### config.mk
export PLATFORM = sky130hd
export DESIGN_NAME = srts_scan
export DESIGN_NICKNAME = d
export VERILOG_FILES = /design/src/hdl/srts_pkg.sv /design/src/hdl/srts_scan.sv
export SDC_FILE = /design/constraint.sdc
export NUM_CORES = 1
export LEC_CHECK = 0
export ABC_AREA = 1
export BUFFER_PORTS_ARGS = -buffer_cell sky130_fd_sc_hd__buf_4
export CELL_PAD_IN_SITES_DETAIL_PLACEMENT = 1
export CELL_PAD_IN_SITES_GLOBAL_PLACEMENT = 1
export CORE_MARGIN = 1
export CORE_UTILIZATION = 35
export DETAILED_ROUTE_END_ITERATION = 7
export GPL_TIMING_DRIVEN = 0
export HOLD_SLACK_MARGIN = 0.08
export PLACE_DENSITY = 0.69
export SYNTH_ARGS = -nofsm -noshare
export SYNTH_HDL_FRONTEND = slang
export SYNTH_SLANG_ARGS = --single-unit
export TNS_END_PERCENT = 30
### constraint.sdc
create_clock -name i_clk -period 4.3 [get_ports i_clk]
set_input_delay 0.86 -clock i_clk [delete_from_list [all_inputs] [get_ports i_clk]]
set_output_delay 0.86 -clock i_clk [all_outputs]
set_load 0.01 [all_outputs]
### src/hdl/srts_pkg.sv
// Shared constants and types of the stereo ring trigger search.
// Used by the memory, the scan sequencer, the top level and the checker.
package srts_pkg;

    localparam int DEPTH_DEF       = 1024;
    localparam int SAMPLE_BITS_DEF = 16;
    localparam int FIELD_BITS      = 16;
    localparam int POS_BITS        = 10;
    localparam int OP_BITS         = 2;
    localparam int IN_TDATA_BITS   = 48;
    localparam int OUT_TDATA_BITS  = 16;

    localparam logic [OP_BITS-1:0] OP_PUSH       = 2'd0;
    localparam logic [OP_BITS-1:0] OP_FIND_LEFT  = 2'd1;
    localparam logic [OP_BITS-1:0] OP_FIND_RIGHT = 2'd2;

    typedef struct packed {
        logic we;
        logic re;
    } t_mem_ctl;

    typedef struct packed {
        logic [POS_BITS-1:0] position;
        logic                found;
    } t_res;

endpackage

### src/hdl/srts_scan.sv
// Search sequencer: walks the ring through the memory read port and keeps a
// three-sample window for the level-crossing test. Depends on srts_pkg.
module srts_scan #(
    parameter int DEPTH       = srts_pkg::DEPTH_DEF,
    parameter int SAMPLE_BITS = srts_pkg::SAMPLE_BITS_DEF
) (
    input  logic                           i_clk,
    input  logic                           i_rst_n,
    input  logic                           i_start,
    input  logic                           i_chan_right,
    input  logic signed [SAMPLE_BITS-1:0]  i_level,
    input  logic [$clog2(DEPTH)-1:0]       i_wp,
    input  logic                           i_wrapped,
    output logic                           o_re,
    output logic [$clog2(DEPTH)-1:0]       o_raddr,
    input  logic signed [SAMPLE_BITS-1:0]  i_rdata_l,
    input  logic signed [SAMPLE_BITS-1:0]  i_rdata_r,
    output logic                           o_busy,
    output logic                           o_res_valid,
    input  logic                           i_res_ready,
    output srts_pkg::t_res                 o_res
);
    import srts_pkg::*;

    localparam int PW = $clog2(DEPTH);
    localparam int CW = $clog2(DEPTH + 3);
    // One read before and one after the DEPTH candidate positions.
    localparam logic [CW-1:0] ISSUE_END = CW'(DEPTH + 2);
    localparam logic [CW-1:0] LAST_K    = CW'(DEPTH + 1);
    localparam logic [PW-1:0] LAST_IDX  = PW'(DEPTH - 1);
    localparam logic [1:0]    WIN_FULL  = 2'd2;

    typedef enum logic [1:0] {
        S_IDLE,
        S_RUN,
        S_HOLD
    } t_state;

    t_state                        r_state;
    logic [PW-1:0]                 r_raddr;
    logic [CW-1:0]                 r_issued;
    logic                          r_chan_right;
    logic signed [SAMPLE_BITS-1:0] r_level;
    logic                          r_rv;
    logic                          r_rv_last;
    logic                          r_rv_wr;
    logic [PW-1:0]                 r_rv_addr;
    logic [1:0]                    r_fill;
    logic signed [SAMPLE_BITS-1:0] r_w0;
    logic signed [SAMPLE_BITS-1:0] r_w1;
    logic [PW-1:0]                 r_mid;
    t_res                          r_res;

    logic                          w_issue;
    logic                          w_written;
    logic [PW-1:0]                 w_raddr_inc;
    logic signed [SAMPLE_BITS-1:0] w_sample;
    logic                          w_hit;

    assign w_issue     = (r_state == S_RUN) && (r_issued != ISSUE_END);
    // Entries are filled in ring order from zero, so the pointer and the wrap
    // flag tell which ones have not been written since reset; those read as zero.
    assign w_written   = i_wrapped || (r_raddr < i_wp);
    assign w_raddr_inc = (r_raddr == LAST_IDX) ? '0 : r_raddr + 1'b1;
    assign w_sample    = !r_rv_wr ? '0 : (r_chan_right ? i_rdata_r : i_rdata_l);
    assign w_hit       = r_rv && (r_fill == WIN_FULL) && (r_w0 <= r_level)
                         && (w_sample >= r_level);

    assign o_re        = w_issue;
    assign o_raddr     = r_raddr;
    assign o_busy      = (r_state != S_IDLE);
    assign o_res_valid = (r_state == S_HOLD);
    assign o_res       = r_res;

    always_ff @(posedge i_clk) begin
        if (!i_rst_n) begin
            r_state <= S_IDLE;
            r_rv    <= 1'b0;
        end else begin
            unique case (r_state)
                S_IDLE: begin
                    r_rv <= 1'b0;
                    if (i_start) begin
                        r_state      <= S_RUN;
                        r_raddr      <= i_wp;
                        r_issued     <= '0;
                        r_fill       <= '0;
                        r_chan_right <= i_chan_right;
                        r_level      <= i_level;
                    end
                end
                S_RUN: begin
                    // A late read valid after the result is ignored in the hold state.
                    r_rv      <= w_issue;
                    r_rv_last <= w_issue && (r_issued == LAST_K);
                    r_rv_wr   <= w_written;
                    r_rv_addr <= r_raddr;
                    if (w_issue) begin
                        r_raddr  <= w_raddr_inc;
                        r_issued <= r_issued + 1'b1;
                    end
                    if (r_rv) begin
                        r_w0  <= r_w1;
                        r_w1  <= w_sample;
                        r_mid <= r_rv_addr;
                        if (r_fill != WIN_FULL) begin
                            r_fill <= r_fill + 1'b1;
                        end
                        if (w_hit) begin
                            r_state        <= S_HOLD;
                            r_res.position <= POS_BITS'(r_mid);
                            r_res.found    <= 1'b1;
                        end else if (r_rv_last) begin
                            r_state        <= S_HOLD;
                            r_res.position <= POS_BITS'(i_wp);
                            r_res.found    <= 1'b0;
                        end
                    end
                end
                S_HOLD: begin
                    r_rv <= 1'b0;
                    if (i_res_ready) begin
                        r_state <= S_IDLE;
                    end
                end
                default: begin
                    r_state <= S_IDLE;
                end
            endcase
        end
    end

endmodule

==> results of run 1 <==
==> placed cells by master (no fill, tap or decap), drive strengths merged <==
cell,instances
nand3,23
a21oi,20
o2111ai,1
clkbuf,14
edfxtp,105
nand2,88
o21a,1
a31o,1
o211ai,2
o21ai,45
inv,89
nor3,7
clkinv,2
o22ai,6
dfxtp,3
or4,1
nand4,3
o21bai,2
a2111oi,1
nor4,1
buf,91
xor2,1
ha,46
nor2,68
==> metal layers <==
metal / GRT usage / share of wire
met5: 0 / 0
met2: 0.308 / 0.54
met3: 0.0398 / 0.037
met4: 0.0291 / 0.0073
met1: 0.189 / 0.41
==> logic make-up after synthesis <==
family,count (synthesis),share of synthesized area
AND/OR/NAND/NOR,191,0.161
adder cells (fa/ha/maj),46,0.104
AO/OA/AOI/OAI,79,0.0847
XOR/XNOR,1,0.00159
flip-flops,108,0.582
buffers and inverters,91,0.0666
==> worst min path at each step <==
| stage | from | slack (ns) | end |
|---|---|---|---|
| final | r_w1[0] | 0.42 | r_w0[0] |
| after global routing | r_w1[15] | 0.43 | r_w0[15] |
| after CTS | r_w1[0] | 0.42 | r_w0[0] |
| after detailed placement | r_rv_addr[0] | 0.41 | r_mid[0] |
| after global placement | r_rv_addr[0] | 0.40 | r_mid[0] |
| after floorplan | r_rv_addr[0] | 0.40 | r_mid[0] |
==> worst register-to-register path, stage by stage, from the launching register on <==
cell and delay, ns:
edfxtp_1 0.48, inv_1 0.25, clkbuf_1 0.52, nor2_1 0.09, nor2_1 0.19, ha_1 0.28, nand2_1 0.07, nand2_1 0.05
nand2_1 0.06, nand2_1 0.06, a21oi_1 0.22, nand4_1 0.15, nand3_2 0.12, nand3_4 0.08, inv_4 0.09, o21ai_1 0.10
inv_1 0.36
==> where the power goes <==
| group | leakage, nW | internal (mW) | switching (mW) |
|---|---|---|---|
| combinational | 1.82 | 0.122 | 0.167 |
| sequential | 0.990 | 1.20 | 0.0315 |
| clock | 0.142 | 0.406 | 0.410 |
==> state kept, by name, summed over array words and instances (netlist names), 2 cells and up <==
name / count
o_raddr: 10
o_res: 11
r_fill: 2
r_issued: 11
r_level: 16
r_mid: 10
r_rv_addr: 10
r_state: 2
r_w0: 16
r_w1: 16
==> metrics by stage <==
| stage | utilization | power (mW) | TNS, ns |
|---|---|---|---|
| floorplan | - | 1.42 | 0 |
| global placement | 0.420 | 1.53 | -8.33 |
| detailed placement | 0.423 | 1.55 | 0 |
| CTS | 0.442 | 2.36 | 0 |
| global route | 0.442 | 2.44 | 0 |
| finish | 0.442 | 2.34 | 0 |
==> cell type report <==
| type | instances | area, um^2 |
|---|---|---|
| sequential | 108 | 3210 |
| timing repair buffer | 89 | 684 |
| multi-input combinational | 317 | 1950 |
| clock inverter | 7 | 57.6 |
| buffer | 7 | 50.0 |
| inverter | 84 | 318 |
| clock buffer | 9 | 225 |
| fill | 1731 | 8550 |
| tap | 211 | 264 |
==> flow_summary.json, run 1 <==
{
  "synthCells": 516,
  "syn_avg_cell_area_um2": 10.7,
  "clk_path_buf_depth": 2,
  "synth_flop_cell": "edfxtp_1",
  "grt_overflow": 0,
  "p_leak_nw": 2.95,
  "synth_nets": 626,
  "path_class": "reg -> reg",
  "setup_viol": 0,
  "r2r-end": "o_res[8]",
  "startpoint": "r_chan_right",
  "max_stage_delay_ns": 0.52,
  "holdWs_ns": 0.420,
  "fmax_ghz": 0.284,
  "root_buffer": "clkbuf_16",
  "yosysWarnings": 0,
  "clock_skew_ns": 0.00685,
  "required_ns": 4.31,
  "core_mm2": 0.0153,
  "firstDrtPassIters": 4,
  "worstSkewPairLatency_ns": 0.35,
  "antenna_found_initial": 0,
  "post_cts_buffers": 0,
  "htree_levels": 3,
  "hold_depth": 0,
  "floorplan.initialDensity": 0.361,
  "crit_family": "buffers and inverters",
  "slew_headroom": 0.312,
  "totalWireLength_um": 12500,
  "drv_cap": 0,
  "hpwlAfterDp_um": 9780,
  "grt_usage": 0.163,
  "period_needed_ns": 3.52,
  "worst_pin_slew_ns": 1.03,
  "dp_slack_ns": 0.738,
  "postCtsHoldBufs": 0,
  "crit_chain": "inv_1, clkbuf_1, nor2_1, nor2_1, ha_1, nand2_1, nand2_1, nand2_1, nand2_1, a21oi_1, nand4_1, nand3_2, nand3_4, inv_4, o21ai_1, inv_1",
  "post_drt_wl_per_cell_um": 15.0,
  "critPathLaunchType": "flip-flop",
  "grt_pass1_vias": 4143,
  "critPathArrivalTime_ns": 3.53,
  "yosys-top-cells-area": "edfxtp_1, ha_1, inv_1",
  "numCtsBuffers": 9,
  "synthTopCellsByCount": "edfxtp_1, inv_1, nand2_1, nor2_1, ha_1",
  "rr_startpoint": "r_chan_right",
  "yosysSeqAreaShare": 0.582,
  "drt_iter0_markers": 213,
  "setup_ws_ns": 0.776,
  "status": "finished, final reports clean",
  "finalNonFillerCells": 832,
  "crit_path_frequent_cell": "nand2_1",
  "dp_cells": 816,
  "grt_pass1_wl_um": 20400,
  "hp-class": "reg -> reg",
  "synth.top_cell.area_share": 0.571,
  "rows": 45,
  "synth_most_common_cell": "edfxtp_1",
  "drt-vias-per-instance": 4.71,
  "ant_nets": 0,
  "place_area_mm2": 0.00648,
  "power.density_mw_per_mm2": 346,
  "finalCritPeriodShare": 0.820,
  "synth_area_mm2": 0.00552,
  "synth.distinct_cells": 33,
  "cp_num_cells": 16,
  "vdd_ir_drop_max_uv": 190,
  "synthArstFlopShare": 0,
  "layout-drive-gt1-share": 0.225,
  "r2r_setup_slack_ns": 0.78,
  "fp.dieW_um": 128,
  "synth-edff-count": 105,
  "crit_fanout": 11,
  "crit_slowest_cell": "clkbuf_1",
  "hold_viol": 0,
  "place.gp.congestion": 0.789,
  "clk_transition_reported_paths_ns": 0.08,
  "cts_resized": 0,
  "final_nets": 726,
  "reg2regPathDepth": 16,
  "io_buffers": 87,
  "ios": 88,
  "numClockSinks": 108,
  "via_count": 3922,
  "tritoncts": "built",
  "worst_setup_path_end_kind": "flip-flop",
  "yosysTopAreaCell": "edfxtp_1",
  "drc": 0,
  "grt_start_max_net_pins": 32,
  "die_area_mm2": 0.0163,
  "n_antenna_cell": 0,
  "worstSetupEndpoint": "o_res[8]",
  "die_y_um": 128,
  "final-max-slew-violation-count": 0,
  "cp_num_buf_inv": 4,
  "syn2layout_area_growth_pct": 22.5,
  "synth_seq_cells": 108,
  "rsz0062_at_grt": "false",
  "final_area_mm2": 0.00677
}
Power figures use the tool's default switching activity.
==> inputs of run 2 (changes only) <==
==> constraint.sdc (replaced) <==
create_clock -name i_clk -period 3.4 [get_ports i_clk]
set_input_delay 0.68 -clock i_clk [delete_from_list [all_inputs] [get_ports i_clk]]
set_output_delay 0.68 -clock i_clk [all_outputs]
set_load 0.01 [all_outputs]
==> run 2 against run 1 <==
  * Clock power grew 37%
  * Count of clock-buffer cells in the layout grew 1
  * Final area grew 0.68%
==> flow_summary.json, run 2 (synthesis results as in run 1) <==
{
  "status": "finished, final reports clean",
  "root_buffer": "clkbuf_16",
  "tritoncts": "built",
  "rsz0062_at_grt": "false",
  "reg2regPathDepth": 17,
  "worstSkewPairLatency_ns": 0.35,
  "min_to": "r_w0[7]",
  "layout_commonest_cell": "edfxtp_1",
  "hold_viol": 0,
  "worstHoldStart": "r_w1[7]",
  "setup_viol": 0,
  "finalCritPeriodShare": 0.882,
  "power.density_mw_per_mm2": 449,
  "grt_usage": 0.171,
  "numCtsBuffers": 9,
  "die_area_mm2": 0.0163,
  "clk_transition_reported_paths_ns": 0.07,
  "core_mm2": 0.0153,
  "fp.dieW_um": 128,
  "io_buffers": 87,
  "finalNonFillerCells": 832,
  "floorplan.initialDensity": 0.361,
  "fmax_ghz": 0.334,
  "htree_levels": 3,
  "place.gp.congestion": 0.802,
  "p_total_mw": 3.06,
  "post_drt_wl_per_cell_um": 15.6,
  "grt_pass1_vias": 4364,
  "crit_fanout": 11,
  "critPathLaunchType": "flip-flop",
  "n_antenna_cell": 0,
  "vdd_ir_drop_max_uv": 261,
  "nFillCells": 1727,
  "crit_slowest_cell": "edfxtp_1",
  "via_count": 3944,
  "r2r-end": "o_res[10]",
  "hold_depth": 0,
  "final_core_util": 0.445,
  "worst_pin_slew_ns": 1.00,
  "slew_headroom": 0.331,
  "seq_area_mm2": 0.00321,
  "totalWireLength_um": 13000,
  "numClockSinks": 108,
  "antenna_found_initial": 0,
  "period_needed_ns": 3.00,
  "reg.largest.list": "r_level x16, r_w0 x16, r_w1 x16",
  "ant_nets": 0,
  "rows": 45,
  "die_y_um": 128,
  "hp-class": "reg -> reg",
  "p_leak_nw": 2.97,
  "crit_path_frequent_cell": "nand2_1",
  "rr_startpoint": "r_chan_right",
  "syn2layout_area_growth_pct": 23.4,
  "grt_pass1_wl_um": 21200,
  "clock_skew_ns": 0.00794,
  "dp_cells": 817,
  "holdWs_ns": 0.424,
  "grt_overflow": 0,
  "ios": 88,
  "drv_cap": 0,
  "crit_chain": "inv_2, clkbuf_4, nor2_1, nor2_1, ha_1, nand2_1, nand2_1, nand2_1, nand2_1, a21oi_1, nand3_2, nand2_1, nand3_2, nand3_4, inv_4, o21ai_1, inv_2",
  "drt-vias-per-instance": 4.74,
  "drt_iter0_markers": 139,
  "worst_setup_path_end_kind": "flip-flop",
  "required_ns": 3.48,
  "multi_input_area_mm2": 0.00195,
  "hpwlAfterDp_um": 10000,
  "drc": 0,
  "max_stage_delay_ns": 0.51,
  "grt_start_max_net_pins": 32,
  "final-max-slew-violation-count": 0,
  "critPathArrivalTime_ns": 3.08,
  "path_class": "reg -> reg",
  "post_cts_buffers": 0,
  "clk_path_buf_depth": 2,
  "layout_common_cells": "edfxtp_1, buf_4, inv_1",
  "layout-drive-gt1-share": 0.233,
  "r2r_setup_slack_ns": 0.40,
  "postCtsHoldBufs": 0,
  "final_nets": 727,
  "firstDrtPassIters": 4
}
[run 2: area by class of cell]
| cell class | instances | area share |
|---|---|---|
| Buffer | 7 | 0.00827 |
| Multi-Input combinational cell | 317 | 0.287 |
| Tap cell | 211 | 0.0388 |
| Clock buffer | 10 | 0.0336 |
| Inverter | 84 | 0.0467 |
| Timing Repair Buffer | 90 | 0.102 |
| Clock inverter | 5 | 0.0127 |
| Sequential cell | 108 | 0.472 |
[run 2: critical path, delay by kind of cell, from the launching register on]
| family | cells | cell delay, ns |
|---|---|---|
| simple gates | 10 | 0.81 |
| buf+inv | 4 | 0.68 |
| flops | 1 | 0.51 |
| compound gates | 2 | 0.46 |
| fa+ha+maj | 1 | 0.27 |
[run 2: worst max-delay path by stage]
stage	to	start	slack, ns
after floorplan	o_res[0]	r_chan_right	0.61
after global placement	o_res[3]	r_state[0]	-0.35
after detailed placement	o_res[0]	r_chan_right	-0.17
after CTS	o_res[9]	r_chan_right	0.01
after global routing	o_res[9]	r_chan_right	0.09
final	o_res[10]	r_chan_right	0.40
[run 2: through the flow]
step | worst slack (ns) | area, um^2 | setup TNS, ns
after floorplan | 0.605 | 5520 | 0
after global placement | -0.351 | 6440 | -7.20
after CTS | 0.0107 | 6810 | 0
after detailed placement | -0.168 | 6490 | -1.84
after global routing | 0.0936 | 6810 | 0
final | 0.402 | 6810 | 0
[run 2: routing by layer]
layer  vias up  global-route usage  wire (um)
li1       1951                   -          -
met1      1924               0.195       5400
met2        58               0.321       6950
met3        11              0.0343        460
met4         0              0.0498        177
met5         -                   0          0
[run 2: where the power goes]
group	internal, mW	total [mW]	switching [mW]	leakage (nW)
sequential	1.52	1.56	0.0396	0.990
combinational	0.156	0.371	0.215	1.83
clock	0.647	1.12	0.477	0.147
total	2.33	3.06	0.731	2.97
[run 2: timing repair]
item	4_1_cts	5_1_grt
resized for setup	1	8
setup endpoints to repair	11	11
pin swaps	0	0
